`config.mk`:
```
export PLATFORM = sky130hd
export DESIGN_NAME = npscan_dist
export DESIGN_NICKNAME = d
export VERILOG_FILES = /design/src/design/npscan_pkg.sv /design/src/design/npscan_dist.sv
export SDC_FILE = /design/constraint.sdc
export NUM_CORES = 2
export LEC_CHECK = 0
export BUFFER_PORTS_ARGS = -buffer_cell sky130_fd_sc_hd__buf_2
export CORE_ASPECT_RATIO = 1.2
export CORE_MARGIN = 2
export CORE_UTILIZATION = 55
export CTS_CLUSTER_DIAMETER = 150
export DETAILED_ROUTE_END_ITERATION = 12
export GPL_ROUTABILITY_DRIVEN = 0
export PLACE_DENSITY_LB_ADDON = 0.25
export SLEW_MARGIN = 20
export SYNTH_ARGS = -nofsm -noshare
export SYNTH_HDL_FRONTEND = slang
export SYNTH_SLANG_ARGS = --single-unit
```
`constraint.sdc`:
```
create_clock -name clk -period 22.5 [get_ports clk]
set_input_delay 3.375 -clock clk [delete_from_list [all_inputs] [get_ports clk]]
set_output_delay 3.375 -clock clk [all_outputs]
set_load 0.05 [all_outputs]
```
`src/design/npscan_pkg.sv`:
```
package npscan_pkg;

  localparam int MAX_POINTS = 1024;
  localparam int COORD_W    = 32;
  localparam int ADDR_W     = $clog2(MAX_POINTS);
  localparam int CNT_W      = $clog2(MAX_POINTS + 1);
  localparam int ABS_W      = COORD_W;
  localparam int SQ_W       = 2 * ABS_W;
  localparam int DIST_W     = SQ_W + 1;
  localparam int ENTRY_W    = 2 * COORD_W;

  localparam logic OP_WRITE = 1'b0;
  localparam logic OP_QUERY = 1'b1;

  typedef enum logic [1:0] {
    ST_IDLE,
    ST_SCAN,
    ST_DRAIN,
    ST_FINISH
  } state_t;

  // one stored point as it leaves the store
  typedef struct packed {
    logic              valid;
    logic [ADDR_W-1:0] idx;
    logic [ENTRY_W-1:0] entry;
  } point_req_t;

  // one squared distance ready for the compare
  typedef struct packed {
    logic              valid;
    logic [ADDR_W-1:0] idx;
    logic [DIST_W-1:0] dist_sq;
  } dist_res_t;

endpackage

```
`src/design/npscan_dist.sv`:
```
module npscan_dist (
  input  logic                                clk,
  input  logic                                rst_n,
  input  logic signed [npscan_pkg::COORD_W-1:0] q_lon,
  input  logic signed [npscan_pkg::COORD_W-1:0] q_lat,
  input  npscan_pkg::point_req_t              pt,
  output npscan_pkg::dist_res_t               res,
  output logic                                busy
);

  localparam int CW = npscan_pkg::COORD_W;
  localparam int AW = npscan_pkg::ADDR_W;

  logic signed [CW-1:0] p_lon;
  logic signed [CW-1:0] p_lat;
  logic signed [CW:0]   d_lon;
  logic signed [CW:0]   d_lat;
  logic [CW:0]          n_lon;
  logic [CW:0]          n_lat;

  logic                            s1_v_r;
  logic [AW-1:0]                   s1_idx_r;
  logic [npscan_pkg::ABS_W-1:0]    s1_dx_r;
  logic [npscan_pkg::ABS_W-1:0]    s1_dy_r;
  logic                            s2_v_r;
  logic [AW-1:0]                   s2_idx_r;
  logic [npscan_pkg::SQ_W-1:0]     s2_sx_r;
  logic [npscan_pkg::SQ_W-1:0]     s2_sy_r;
  logic                            s3_v_r;
  logic [AW-1:0]                   s3_idx_r;
  logic [npscan_pkg::DIST_W-1:0]   s3_sum_r;

  assign p_lon = pt.entry[CW-1:0];
  assign p_lat = pt.entry[2*CW-1:CW];
  assign d_lon = {p_lon[CW-1], p_lon} - {q_lon[CW-1], q_lon};
  assign d_lat = {p_lat[CW-1], p_lat} - {q_lat[CW-1], q_lat};
  assign n_lon = -d_lon;
  assign n_lat = -d_lat;

  always_ff @(posedge clk) begin
    if (!rst_n) begin
      s1_v_r <= 1'b0;
      s2_v_r <= 1'b0;
      s3_v_r <= 1'b0;
    end else begin
      s1_v_r <= pt.valid;
      s2_v_r <= s1_v_r;
      s3_v_r <= s2_v_r;
    end
    // magnitude of a difference always fits the coordinate width unsigned
    s1_dx_r  <= d_lon[CW] ? n_lon[CW-1:0] : d_lon[CW-1:0];
    s1_dy_r  <= d_lat[CW] ? n_lat[CW-1:0] : d_lat[CW-1:0];
    s1_idx_r <= pt.idx;
    s2_sx_r  <= s1_dx_r * s1_dx_r;
    s2_sy_r  <= s1_dy_r * s1_dy_r;
    s2_idx_r <= s1_idx_r;
    s3_sum_r <= {1'b0, s2_sx_r} + {1'b0, s2_sy_r};
    s3_idx_r <= s2_idx_r;
  end

  assign res.valid   = s3_v_r;
  assign res.idx     = s3_idx_r;
  assign res.dist_sq = s3_sum_r;
  assign busy        = s1_v_r | s2_v_r | s3_v_r;

endmodule

```
# == After elaboration in Yosys (flattened, before gate mapping) ==
# Cells that the tools add are included.
# totals
regBits,290
inputBits,141
output_inout_bits,77
elab_cells,22
# op_classes
n_addsub,5
mul,2
muxes,2
bitwise,2
# op_table
op,n
multiplier 32 x 32 -> 64 bit,2
subtractor 32 x 32 -> 33 bit,2
adder 64 x 64 -> 65 bit,1
two-way mux 32 bit,2
negator 32 bit,2
OR 1 bit,2

# == Longest topological paths before layout ==
# depth
ltp_word,3
depth_mapped,31

# == Least setup slack after synthesis ==
# OpenSTA, ideal clock, no wires.
# synth_timing
path_kind,register -> register
startpoint,reg s1_dy_r[5] (netlist name)
endpoint,reg s2_sy_r[61] (netlist name)
setup_time_ns,0.123
arrival_time_ns,7.576
required_ns,22.377
slack_ns,14.802
stages_incl_launch_ff,28
n_path_buf,3
period_less_slack_ns,7.698
path_cell_list,dfxtp_1 -> clkbuf_1 -> clkbuf_1 -> nand2_1 -> fa_1 -> inv_1 -> fa_1 -> fa_1 -> inv_1 -> fa_1 -> inv_1 -> fa_1 -> inv_1 -> fa_1 -> inv_1 -> fa_1 -> fa_1 -> ha_1 -> clkbuf_1 -> a21oi_1 -> o211ai_1 -> a2bb2oi_1 -> a31oi_1 -> o31ai_1 -> a31oi_1 -> o21ai_0 -> a211oi_1 -> xnor2_1
# synth_via
elab_chain_cells,1
# synth_lines
item,line_no,rtl
start: declaration,npscan_dist.sv:24,logic [npscan_pkg::ABS_W-1:0] s1_dy_r;
start signal: assignment,npscan_dist.sv:52,s1_dy_r <= d_lat[CW] ? n_lat[CW-1:0] : d_lat[CW-1:0];
multiplier 32 x 32 -> 64 bit,npscan_dist.sv:55,s2_sy_r <= s1_dy_r * s1_dy_r;
end signal: assignment,npscan_dist.sv:55,
end: declaration,npscan_dist.sv:28,logic [npscan_pkg::SQ_W-1:0] s2_sy_r;
# No other way between the ends.
# A chain may end at the register's enable or synchronous reset.

# == Worst setup path after layout ==
# layout_timing
startpoint,reg s1_dy_r[16] (netlist name)
endpoint,reg s2_sy_r[58] (netlist name)
# The elaborated chain is that of the path after synthesis.

==> out/metrics.cfg <==
[status]
status=complete, no violations

[cts]
clk_pin_slew_ns=0.06
cts_made_buffers=36
clock_path_buffers=3
root_buffer=clkbuf_16
cts_sinks=288
ctsResizeCount=0
cts_tree=built
cts_setup_buffers=0
clk_latency_ns=0.63
htree_num_levels=2
cts_hold_buf=0

[timing]
relSlewSlack_pct=22.44
worst_pin_slew_ns=1.148
rsz0062_at_grt=no
slew_violations=0
whs_ns=0.3236
skew_ns=0.06618
max_freq_ghz=0.1077
period_share_pct=41.28
fin_setup_tns_ns=0
setup_slack_ns=13.21
fin_crit_ns=9.289
hold_violations=0
final-setup-viol-count=0

[synthesis]
avgSynthCellArea_um2=9.204
netlist_area_mm2=0.07342
synth-seq-cells=288
synth_seq_area_share_pct=7.853
synth_warnings=0
synth_nets=10430
netlist_instances=7977
synthFlopType=dfxtp_1
synth.area.top_cells=fa_1, ha_1, inv_1, dfxtp_1, and2_1
postSynth.asyncResetShare_pct=0
synth_edf_count=0
synth_top_area_share_pct=43.30
yosysTopAreaCell=fa_1
synth.distinct_cells=94

[drt]
route.vias.total=53690
antenna_left=0
drt_iter0_markers=2995
drc=0
dr.pass1.iters=8
wl_per_cell_um=18.91
via_per_inst=5.478
routed_wirelength_um=185400

[floorplan]
start_util_pct=55.51
die_y_um=404.2
core_area_mm2=0.1323
die_w_um=337.5
num_rows=146
die_area_mm2=0.1364
io_pins=218

[grt]
track_usage_pct=28.15
antenna_found_initial=6
grt_pass1_wl_um=300300
overflow=0
grt_pass1_vias=58630
grt_start_max_net_pins=41

[worst_setup_path]
cp.required_ns=23.01
cpMostUsedCell=fa_1
cp_max_fo=25
cp_cell_sequence=buf_4, clkinv_1, nor2_1, fa_1, fa_1, inv_1, fa_1, fa_1, inv_1, fa_1, fa_1, fa_1, fa_1, ha_1, nand2_1, nor3_1, nand3_1, or4_1, o32ai_1, o41ai_1, o21ba_2, o31ai_1, a41oi_1, xnor2_1
critPathLaunchType=flip-flop
crit_path_end_kind=flip-flop
slowest_delay_ns=0.61
critPathKind=flip-flop to flip-flop
slowest_stage=or4_1
crit_arrival_ns=9.80

[place]
hpwl_um=151400
place_ws_ns=13.39
port_buffers=217

[cells_and_area]
final_common_cell=inv_1
mostFrequentLayoutCells=inv_1, fa_1, ha_1
area_growth_pct=5.457
drive_gt1_share_pct=5.423
final_nets=10450
fill_cells=11720

[job]
drv_cap=0

[min_path]
hold_path_class=flip-flop to flip-flop

cell usage after synthesis (7+ instances only):
library cell / instances
inv_1: 2072
fa_1: 1588
ha_1: 722
nand2_1: 630
and2_1: 464
a21oi_1: 294
dfxtp_1: 288
clkbuf_1: 287
nor2_1: 237
xnor2_1: 228
o21ai_0: 148
a21o_1: 147
xor2_1: 132
nand3_1: 61
nand4_1: 55
o21bai_1: 52
nor3_1: 46
a31oi_1: 38
nor2b_1: 37
a211oi_1: 35
and3_1: 30
a31o_2: 29
o21a_1: 28
nand2b_1: 22
o211ai_1: 19
or2_2: 19
o31ai_1: 18
a41oi_1: 14
a211o_1: 12
nor4_1: 12
a221oi_1: 11
or3_1: 11
a2111oi_0: 8
a21boi_0: 8
a41o_1: 8
nand3b_1: 7
nand4b_1: 7
o22ai_1: 7
through the flow:
step / util [%] / instance area (um2) / cells
6_report: 58.54 / 77430 / 9800
5_1_grt: 58.54 / 77420 / 9797
4_1_cts: 58.54 / 77420 / 9797
3_5_place_dp: 57.51 / 76060 / 9732
3_3_place_gp: 57.51 / 76060 / 9732
2_1_floorplan: - / 73420 / 7977
sequential cells by signal, summed over array words and instances, names as in the netlist:
signal,flops
s1_dx_r,32
s1_dy_r,32
s1_idx_r,10
s3_sum_r,65
s2_sy_r,63
s2_v_r,1
s3_idx_r,10
s2_sx_r,63
s2_idx_r,10
s3_v_r,1
s1_v_r,1
worst paths after layout:
path | start | to | slack (ns) | depth (start not counted)
max | s1_dy_r[16]$_DFF_P_ | s2_sy_r[58]$_DFF_P_ | 13.21 | 24
min | s2_idx_r[9]$_DFF_P_ | s3_idx_r[9]$_DFF_P_ | 0.32 | 0
max reg2reg | s1_dy_r[16]$_DFF_P_ | s2_sy_r[58]$_DFF_P_ | 13.21 | 24
min reg2reg | s2_idx_r[9]$_DFF_P_ | s3_idx_r[9]$_DFF_P_ | 0.32 | 0
final cells by class:
type	instances	area (um2)	area share [%]
Clock buffer	43	978.4	1.264
Inverter	2076	7792	10.06
Antenna cell	3	7.507	0.009696
Timing Repair Buffer	279	1551	2.004
Multi-Input combinational cell	5313	58720	75.84
Clock inverter	22	377.9	0.4880
Sequential cell	288	5776	7.459
Tap cell	1776	2222	2.870
worst max-delay path, delay by kind of cell (launching register included):
kind,cells,cell delay (ns)
and+or+nand+nor,5,1.72
AOI/OAI and AO/OA,5,1.61
adders and majority gates,9,4.39
xor gates and xnor gates,1,0.16
buffers and inverters,4,0.95
DFF,1,0.30
cell families after synthesis:
logic type,after synthesis,synth area share [%]
AOI/OAI and AO/OA,957,8.553
xor gates and xnor gates,360,4.294
and+or+nand+nor,1677,11.40
adders and majority gates,2310,55.60
muxes,9,0.1278
buffers and inverters,2376,12.17
DFF,288,7.853
metal layers:
metal | wire, um | track usage (%) | vias to the layer above
met4 | 8928 | 12.31 | 4
met5 | 21 | 0 | -
met3 | 10450 | 3.517 | 499
met1 | 70140 | 33.92 | 27240
li1 | - | - | 24200
met2 | 95810 | 50.27 | 1748
Power is not shown: default switching activity piles up to over one toggle a cycle in this logic, so the estimate is an artifact.
