## src/design/npscan_ram.sv

```systemverilog
module npscan_ram #(
  parameter int WIDTH = 8,
  parameter int DEPTH = 16
) (
  input  logic                     clk,
  input  logic                     we,
  input  logic [$clog2(DEPTH)-1:0] waddr,
  input  logic [WIDTH-1:0]         wdata,
  input  logic [$clog2(DEPTH)-1:0] raddr,
  output logic [WIDTH-1:0]         rdata
);

  logic [WIDTH-1:0] mem [DEPTH];
  logic [WIDTH-1:0] rdata_r;

  always_ff @(posedge clk) begin
    if (we) begin
      mem[waddr] <= wdata;
    end
    rdata_r <= mem[raddr];
  end

  assign rdata = rdata_r;

endmodule

```

## config.mk

```make
export PLATFORM = sky130hd
export DESIGN_NAME = npscan_ram
export DESIGN_NICKNAME = d
export VERILOG_FILES = /design/src/design/npscan_ram.sv
export SDC_FILE = /design/constraint.sdc
export NUM_CORES = 1
export LEC_CHECK = 0
export BUFFER_PORTS_ARGS = -buffer_cell sky130_fd_sc_hd__buf_2
export CAP_MARGIN = 20
export CELL_PAD_IN_SITES_DETAIL_PLACEMENT = 2
export CELL_PAD_IN_SITES_GLOBAL_PLACEMENT = 2
export CORE_ASPECT_RATIO = 0.6
export CORE_UTILIZATION = 25
export DETAILED_ROUTE_END_ITERATION = 16
export GPL_TIMING_DRIVEN = 0
export HOLD_SLACK_MARGIN = 0.06
export PLACE_DENSITY_LB_ADDON = 0.1
export SYNTH_ARGS = -nofsm -noshare
export SYNTH_HDL_FRONTEND = slang
export SYNTH_SLANG_ARGS = --single-unit
```

## constraint.sdc

```tcl
create_clock -name clk -period 3.15 [get_ports clk]
set_clock_uncertainty 0.2 [all_clocks]
set_input_delay 0.1575 -clock clk [delete_from_list [all_inputs] [get_ports clk]]
set_output_delay 0.1575 -clock clk [all_outputs]
set_load 0.02 [all_outputs]
```

# Word-level counts from Yosys, hierarchy flattened
# Memory sizes are Yosys's and may differ from the RTL's. A register that Yosys moved wholly into a read port is not among the register bits.
# Index checks and enable logic that the tools add are counted.
# word_totals
reg_bits	0
ramBits	128
inputBits	18
elab_cells	3
memories	1
# classes
muxes	2
# memory_table
name	depth	width	rd	rd_ports_with_merged_regs	write_ports	line	text
mem	16	8	1	1	1	13	logic [WIDTH-1:0] mem [DEPTH];
# op_table
op	count
1-bit 2-to-1 mux	2

# Depth between registers and ports, before layout
# Gate-level depths: netlist of the first run.
# logic_depth
depth_word	2
depth_mapped	5
mapped_depth_nobuf	3

# Worst setup path after synthesis of the first run
# Ideal clock, no wire load.
# synth_path
path_kind	input -> register
start	in waddr[2]
end	mem mem[0][0], enable pin
setup_ns	0.383
t_arrival_ns	1.267
slack_ns	1.300
stages	2
n_path_buf	0
path_cell_list	or3b_2 > nor3_1
# synth_rtl
element	line	text
from (decl)	7	input logic [$clog2(DEPTH)-1:0] waddr,
to (decl)	13	
# Straight into the memory's write port.

# Worst setup path in the final report of the first run
# layout_path
start	in waddr[1]
end	mem mem[13][1], enable pin
# Straight into the memory's write port.

==> results of run 1 <==
## metal layers
layer | GRT usage [%] | routed length, um | up-vias | part of all wire [%]
met2 | 18.7 | 5510 | 29 | 42
met1 | 19.9 | 7020 | 1335 | 54
met3 | 3.29 | 425 | 9 | 3.3
li1 | - | - | 1090 | -
met5 | 0 | 0 | - | 0
met4 | 4.75 | 104 | 0 | 0.80
## worst max-delay path, delay by kind of cell
| kind | cells | cell delay [ps] |
|---|---|---|
| simple gates | 2 | 1060 |
| buf+inv | 2 | 710 |
## cell usage in the layout, fill, tap and decap left out, types with 2 or more instances in the layout
cell,n
a22oi_1,16
buf_2,27
buf_6,7
bufinv_16,4
clkbuf_1,2
clkbuf_16,17
clkdlybuf4s25_2,3
clkinv_2,3
clkinv_4,2
clkinvlp_4,3
dfxtp_1,8
dlygate4sd3_1,11
edfxtp_1,128
mux4_1,14
mux4_2,18
nand2_1,9
nand2b_1,2
nand3b_1,2
nor2_1,13
nor3_2,4
## repair_timing
item / 4_1_cts / 5_1_grt
hold buffers: 11 / 0
endpoints found under the hold margin: 130 / 0
gates resized for setup: 0 / 0
## power by group
part	internal (mW)	switching, mW	total (mW)	leakage [nW]
Sequential	2.02	0.00998	2.03	1.22
Combinational	0.0903	0.137	0.227	0.593
Clock	1.34	0.765	2.11	0.296
Total	3.46	0.912	4.37	2.11
## stage by stage
| stage | hold slack [ps] | setup slack [ps] |
|---|---|---|
| after CTS | 68.0 | 1050 |
| after global routing | 101 | 951 |
| after detailed placement | 373 | 880 |
| after global placement | 363 | 376 |
| after floorplan | 56.4 | 1300 |
| final | 74.9 | 1050 |
## logic make-up (layout without fill, tap and decap cells)
logic type	Yosys count	after routing	share of synthesized area (%)
flip-flops	136	136	77.8
AND/OR/NAND/NOR	35	35	3.18
multiplexers	32	32	15.0
AO/OA/AOI/OAI	16	16	2.33
buffers and inverters	10	81	1.68
## worst max path at each step
stage                  start         end  slack [ps]
floorplan           waddr[2]   mem[0][0]        1300
global placement    waddr[2]   mem[0][3]         380
detailed placement  waddr[2]   mem[1][3]         880
CTS                 waddr[1]   mem[1][3]        1050
global route        waddr[1]   mem[1][3]         950
finish              waddr[1]  mem[13][1]        1050
## final cells by class
cell class | count | area [um2] | area share, %
multi-input combinational | 83 | 1080 | 16.8
sequential | 136 | 4000 | 62.5
clock buffer | 20 | 447 | 6.97
buffer | 10 | 86.3 | 1.35
clock inverter | 12 | 175 | 2.73
tap | 273 | 342 | 5.33
timing repair buffer | 39 | 275 | 4.30
## state kept, by name (all words and copies together) (netlist names)
name	count
mem	128
rdata	8
==> impl_metrics.ini, run 1 <==
[cts]
cts-root-buf = clkbuf_16
clk_path_buf_depth = 2
numCtsBuffers = 17
clkSlewWorstSetupHoldPaths_ps = 60
htree_levels = 4
worstSkewPairLatency_ps = 420
cts.sinks = 136
postCtsSetupRepairBufs = 0
cts_tree = yes

[final_layout]
fill_cells = 2003
fin_area_um2 = 6410
post-route-util_pct = 31.9
antennaDiodeCount = 0
nets = 305
drive_above_1_share_pct = 30.3
area_growth_pct = 24.5
final_cells = 573

[timing]
slew_viol_final = 0
max_slew_margin_pct = 24.9
rsz0062_at_grt = false
setup_violations = 0
hold_viol_final = 0
max_slew.worst_pin.slew_ps = 1120
finalCriticalPeriod_ps = 2100
setup_tns_ps = 0
timing.final.crit_share_pct = 66.6
max_freq_mhz = 476

[logic_synthesis]
synth_largest_area_cell = edfxtp_1
async_reset_ff_share_pct = 0
ys_seq_elements = 136
synth_flop_cell = edfxtp_1
ys_seq_area_share_pct = 77.8
synth_area_leaders = edfxtp_1 75%, mux4_2 7.9%, mux4_1 7.1%
synth_warnings = 0
synth.distinct_cells = 19
synth_edf_count = 128
syn_area_per_cell_um2 = 22.5
synth_cells = 229
synth_top_cells_by_count = 128 x edfxtp_1, 18 x mux4_2, 16 x a22oi_1
yosysMostFrequentCell = edfxtp_1
synth_fp_nets = 247
netlist.area_leader.share_pct = 74.7
synth_area_um2 = 5150

[place]
dp_cells = 530
dpl_cell_area_um2 = 5670
port_buffers = 24
place_congestion = 0.648
dpl.hpwl_um = 8450

[route]
viasPerCell = 4.30
ant_nets = 0
routed_wl_um = 13100
num_vias = 2463
dr.pass1.iters = 4
drt_iter0_drc = 142
wl_per_cell_um = 22.8
drt_drc_violations_left = 0

[die]
dieArea_um2 = 21200
initial_core_util_pct = 25.6
fp.dieW_um = 187
pin_count = 26
num_rows = 40
core_area_um2 = 20100
die_height_um = 113

[worst_setup_path]
cp.required_ps = 2980
reg2reg_to = rdata[0]
critPathKind = in -> reg
cpMaxStageDelayCell = nor2_1
ff2ff_setup_slack_ps = 1510
reg2reg_from = mem[1][0]
path_max_fanout = 8
reg2reg_depth = 3
max_stage_delay_ps = 840
worstPathArrival_ps = 1930
crit_path_cell_trace = dlygate4sd3_1 > buf_2 > nand2b_1 > nor2_1
start_kind = primary input
worst_setup_path_end_kind = flip-flop

[hold_path]
min_from = raddr[1]
min_path_cells = 4
min_to = rdata[7]
hold_path_class = in -> reg

[status]
status = finished clean

[grt]
grt_pass1_vias = 2833
antenna_found_initial = 0
overflow = 0
grt_max_degree = 17
track_usage_pct = 13.3
grt_pass1_wl_um = 19500

[job]
drv_cap = 0

[pwr]
power_leakage_nw = 2.11
total_power_mw = 4.37
vdd_drop_max_v = 0.000342
p_per_area_nw_per_um2 = 682
No activity file was read; power rests on OpenSTA's default activity.
==> run 2, diff against run 1 <==
==> constraint.sdc (replaced) <==
create_clock -name clk -period 2 [get_ports clk]
set_clock_uncertainty 0.2 [all_clocks]
set_input_delay 0.1 -clock clk [delete_from_list [all_inputs] [get_ports clk]]
set_output_delay 0.1 -clock clk [all_outputs]
set_load 0.02 [all_outputs]
==> run 2 against run 1 <==
Net effect:
- worst hold slack improved by 33 ps
- clock power rose by 58%
- combinational power rose by 62%
==> impl_metrics.ini, run 2 (synthesis results as in run 1) <==
[hold_path]
min_path_cells = 3
min_from = waddr[0]
min_to = mem[2][4]
hold_path_class = in -> reg

[worst_setup_path]
critPathKind = in -> reg
reg2reg_to = rdata[0]
start_kind = primary input
crit_path_cell_trace = buf_2 > dlygate4sd3_1 > nand2_1 > nor2_1
path_delay_family = simple AND/OR/NAND/NOR gates
cpMaxStageDelayCell = nor2_1
reg2reg_from = mem[1][0]
critPathBufInv = 2
ff2ff_setup_slack_ps = 360
worstPathArrival_ps = 1800
max_stage_delay_ps = 880
worst_setup_path_end_kind = flip-flop
path_max_fanout = 8
cp.required_ps = 1830
reg2reg_depth = 3

[route]
num_vias = 2511
routed_wl_um = 13200
drt_iter0_drc = 133
wl_per_cell_um = 22.7
ant_nets = 0
viasPerCell = 4.33
dr.pass1.iters = 4
drt_drc_violations_left = 0

[cts]
worstSkewPairLatency_ps = 420
clkSlewWorstSetupHoldPaths_ps = 60
htree_levels = 4
cts_tree = yes
numCtsBuffers = 17
cts-root-buf = clkbuf_16
clk_path_buf_depth = 2
cts.sinks = 136

[final_layout]
drive_above_1_share_pct = 30.0
final_cell_mix = 128 x edfxtp_1, 27 x buf_2, 18 x mux4_2, 18 x dlygate4sd3_1, 17 x clkbuf_16
fill_cells = 2001
largest_register_ffs = 128
layout_commonest_cell = edfxtp_1
max_flop_register = mem
area_growth_pct = 25.9
nets = 312
antennaDiodeCount = 0
fin_area_um2 = 6480

[timing]
slew_viol_final = 0
finalWorstSetupSlack_ps = 26.1
max_freq_mhz = 507
hold_viol_final = 0
rsz0062_at_grt = true
timing.final.crit_share_pct = 98.7
setup_violations = 0
finalCriticalPeriod_ps = 1970
max_slew_margin_pct = 25.2
max_slew.worst_pin.slew_ps = 1120

[grt]
overflow = 0
track_usage_pct = 13.5
grt_max_degree = 17
grt_pass1_wl_um = 19700
antenna_found_initial = 0
grt_pass1_vias = 2871

[place]
place_congestion = 0.648
port_buffers = 24
dpl.hpwl_um = 8450
dpl_cell_area_um2 = 5670
pre_cts_slack_ps = -213

[status]
status = finished clean

[die]
pin_count = 26
fp.dieW_um = 187
die_height_um = 113
num_rows = 40
initial_core_util_pct = 25.6
dieArea_um2 = 21200
core_area_um2 = 20100

[pwr]
power_leakage_nw = 2.14
p_per_area_nw_per_um2 = 1060
vdd_drop_max_v = 0.000543

[job]
drv_cap = 0
run 2: cell count changes in the layout (fill, tap and decap cells not counted):
| cell | before | now |
|---|---|---|
| dlygate4sd3_1 | 11 | 18 |
| nor2_1 | 13 | 12 |
| nor2_2 | 0 | 1 |
run 2: report_power, final:
group / switching [mW] / internal, mW
Clock: 1.21 / 2.12
Combinational: 0.218 / 0.150
Sequential: 0.0157 / 3.19
run 2: worst max path at each step:
stage	startpoint	to	slack [ps]	cells past startpoint
global placement	waddr[2]	mem[0][3]	-720	3
floorplan	waddr[2]	mem[0][0]	210	2
finish	waddr[0]	mem[7][2]	30	4
global route	waddr[0]	mem[7][2]	-30	4
CTS	waddr[2]	mem[3][3]	30	5
detailed placement	waddr[2]	mem[1][3]	-210	3
run 2: timing repair:
item,CTS,global route
hold endpoints to repair,157,0
endpoints found under the setup margin,0,4
setup buffers,0,0
hold buffers,18,0
resized for setup,0,1
run 2: through the flow:
step	util, %	std cells	hold WS (ps)	total power [mW]	TNS [ps]
after floorplan	-	229	-1.13	3.44	0
after global routing	32.3	580	150	7.12	-304
after CTS	32.3	580	80.5	6.99	0
after detailed placement	28.3	530	316	3.62	-1690
final	32.3	580	108	6.90	0
after global placement	27.9	526	305	3.60	-19650
run 2: area by class of cell:
type | count | area (um2) | area share (%)
Buffer | 10 | 86.3 | 1.33
Clock buffer | 20 | 447 | 6.89
Clock inverter | 12 | 175 | 2.70
Multi-Input combinational cell | 83 | 1080 | 16.7
Sequential cell | 136 | 4000 | 61.8
Tap cell | 273 | 342 | 5.27
Timing Repair Buffer | 46 | 345 | 5.33
run 2: worst reg2reg max path: stages, from the launching register on:
cell      delay [ps]
edfxtp_1         370
mux4_1           550
a22oi_1          300
nand2_1          100
run 2: per-layer routing:
metal  up-vias  global-route usage, %  share of wire (%)
li1       1104                      -                  -
met1      1350                   20.1                 53
met2        42                   18.9                 42
met3        15                   3.29                3.4
met4         0                   4.75                1.2
met5         -                      0                  0
==> run 3, diff against run 2 <==
--- a/config.mk
+++ b/config.mk
@@ -10,7 +10,9 @@
 export CELL_PAD_IN_SITES_DETAIL_PLACEMENT = 2
 export CELL_PAD_IN_SITES_GLOBAL_PLACEMENT = 2
 export CORE_ASPECT_RATIO = 0.6
+export CORE_MARGIN = 1.5
 export CORE_UTILIZATION = 25
+export CTS_CLUSTER_DIAMETER = 200
 export DETAILED_ROUTE_END_ITERATION = 16
 export GPL_TIMING_DRIVEN = 0
 export HOLD_SLACK_MARGIN = 0.06
==> run 3 against run 2 <==
Net effect:
- core utilization decreased by 0.28 points
- die area increased by 1.4%
- final cell count shrank 0.52%
- sequential share of layout area increased by 0.54 points
- sequential cell count unchanged
- total power shrank 1.5%
- fmax increased by 0.87%
- sequential power about the same
==> impl_metrics.ini, run 3 (synthesis results as in run 1) <==
[status]
status = finished clean

[route]
dr_wl_met3_um = 351
viasPerCell = 4.29
num_vias = 2474
wl_met1_um = 7150
route.met2.wl_um = 5420
drt_iter0_drc = 142
routed_wl_um = 13100
dr.pass1.iters = 4
ant_nets = 0
maxUsedRoutingLayer = met4
wl_per_cell_um = 22.6
drt_drc_violations_left = 0

[final_layout]
antennaDiodeCount = 0
max_flop_register = mem
layout_commonest_cell = edfxtp_1
largest_register_ffs = 128
final_cells = 577
nets = 309
drive_above_1_share_pct = 29.6
area_growth_pct = 24.8
post-route-util_pct = 32.0
fin_area_um2 = 6420
final_cell_mix = 128 x edfxtp_1, 27 x buf_2, 18 x mux4_2, 17 x clkbuf_16

[cts]
postCtsSetupRepairBufs = 0
htree_levels = 4
clk_path_buf_depth = 2
clkSlewWorstSetupHoldPaths_ps = 70
cts_tree = yes
cts.sinks = 136
worstSkewPairLatency_ps = 420
cts-root-buf = clkbuf_16
numCtsBuffers = 17

[pwr]
vdd_drop_max_v = 0.000558
power_leakage_nw = 2.12
p_per_area_nw_per_um2 = 1060

[worst_setup_path]
cp.depth = 4
worstPathArrival_ps = 1790
cpMaxStageDelayCell = nor2_1
reg2reg_from = mem[3][4]
crit_path_cell_trace = buf_2 > dlygate4sd3_1 > nand3b_1 > nor2_1
reg2reg_depth = 3
max_stage_delay_ps = 860
crit_path_start = waddr[3]
worst_setup_path_end_kind = flip-flop
path_max_fanout = 8
path_delay_family = simple AND/OR/NAND/NOR gates
critPathBufInv = 2
start_kind = primary input
critPathKind = in -> reg
ff2ff_setup_slack_ps = 440
reg2reg_to = rdata[4]
cp.required_ps = 1830
endpoint = mem[10][3]

[timing]
timing.final.crit_share_pct = 97.8
timing.hold.ws_ps = 91.3
finalWorstSetupSlack_ps = 43.1
max_slew_margin_pct = 27.8
max_slew.worst_pin.slew_ps = 1080
slew_viol_final = 0
rsz0062_at_grt = true
setup_violations = 0
max_freq_mhz = 511
finalCriticalPeriod_ps = 1960
hold_viol_final = 0

[die]
die_height_um = 114
initial_core_util_pct = 25.6
fp.dieW_um = 188
core_area_um2 = 20100
num_rows = 40
pin_count = 26
dieArea_um2 = 21500

[place]
place_congestion = 0.651
dp_cells = 529
dpl.hpwl_um = 8270
pre_cts_slack_ps = -225
dpl_cell_area_um2 = 5660
port_buffers = 24

[grt]
antenna_found_initial = 0
overflow = 0
track_usage_pct = 13.4
grt_pass1_vias = 2788
grt_max_degree = 17
grt_pass1_wl_um = 19600

[hold_path]
hold_path_class = in -> reg
min_from = waddr[2]

[job]
drv_cap = 0
-- run 3: how the worst min path moves through the flow --
| stage | to | cells after the start | slack (ps) |
|---|---|---|---|
| global placement | mem[1][7] | 1 | 300 |
| detailed placement | rdata[2] | 1 | 320 |
| finish | mem[8][6] | 3 | 90 |
| global route | mem[8][0] | 3 | 130 |
| floorplan | mem[0][0] | 0 | -1 |
| CTS | mem[8][0] | 3 | 70 |
-- run 3: layer usage --
| metal | up-vias | track usage, % |
|---|---|---|
| met2 | 35 | 18.3 |
| met4 | 0 | 4.43 |
| met1 | 1325 | 20.2 |
| met5 | - | 0 |
| li1 | 1103 | - |
| met3 | 11 | 3.62 |
-- run 3: metrics by stage --
stage	setup TNS (ps)	total power, mW
after detailed placement	-3420	3.61
final	0	6.79
after global routing	-712	7.04
after floorplan	0	3.44
after CTS	0	6.88
after global placement	-19130	3.60
-- run 3: tightest hold or removal path: stages --
cell,delay [ps]
buf_2,110
nand3b_1,200
nor3_2,120
-- run 3: final cells by class --
| cell class | instances | area, um2 |
|---|---|---|
| fillers | 2009 | 13600 |
| flip-flops and latches | 136 | 4000 |
| multi-input cells | 83 | 1080 |
| clock buffers | 20 | 447 |
| well taps | 273 | 342 |
| repair buffers | 43 | 310 |
| clock inverters | 12 | 153 |
| plain buffers | 10 | 90.1 |
-- run 3: power breakdown --
group	internal (mW)	leakage (nW)	switching [mW]
clock	1.99	0.294	1.23
sequential	3.19	1.22	0.0157
combinational	0.149	0.603	0.216
total	5.33	2.12	1.46
-- run 3: repair_timing --
| action | CTS | global route |
|---|---|---|
| hold endpoints to repair | 159 | 0 |
| hold buffers | 16 | 0 |
| gates resized for setup | 0 | 1 |
| endpoints found under the setup margin | 0 | 19 |
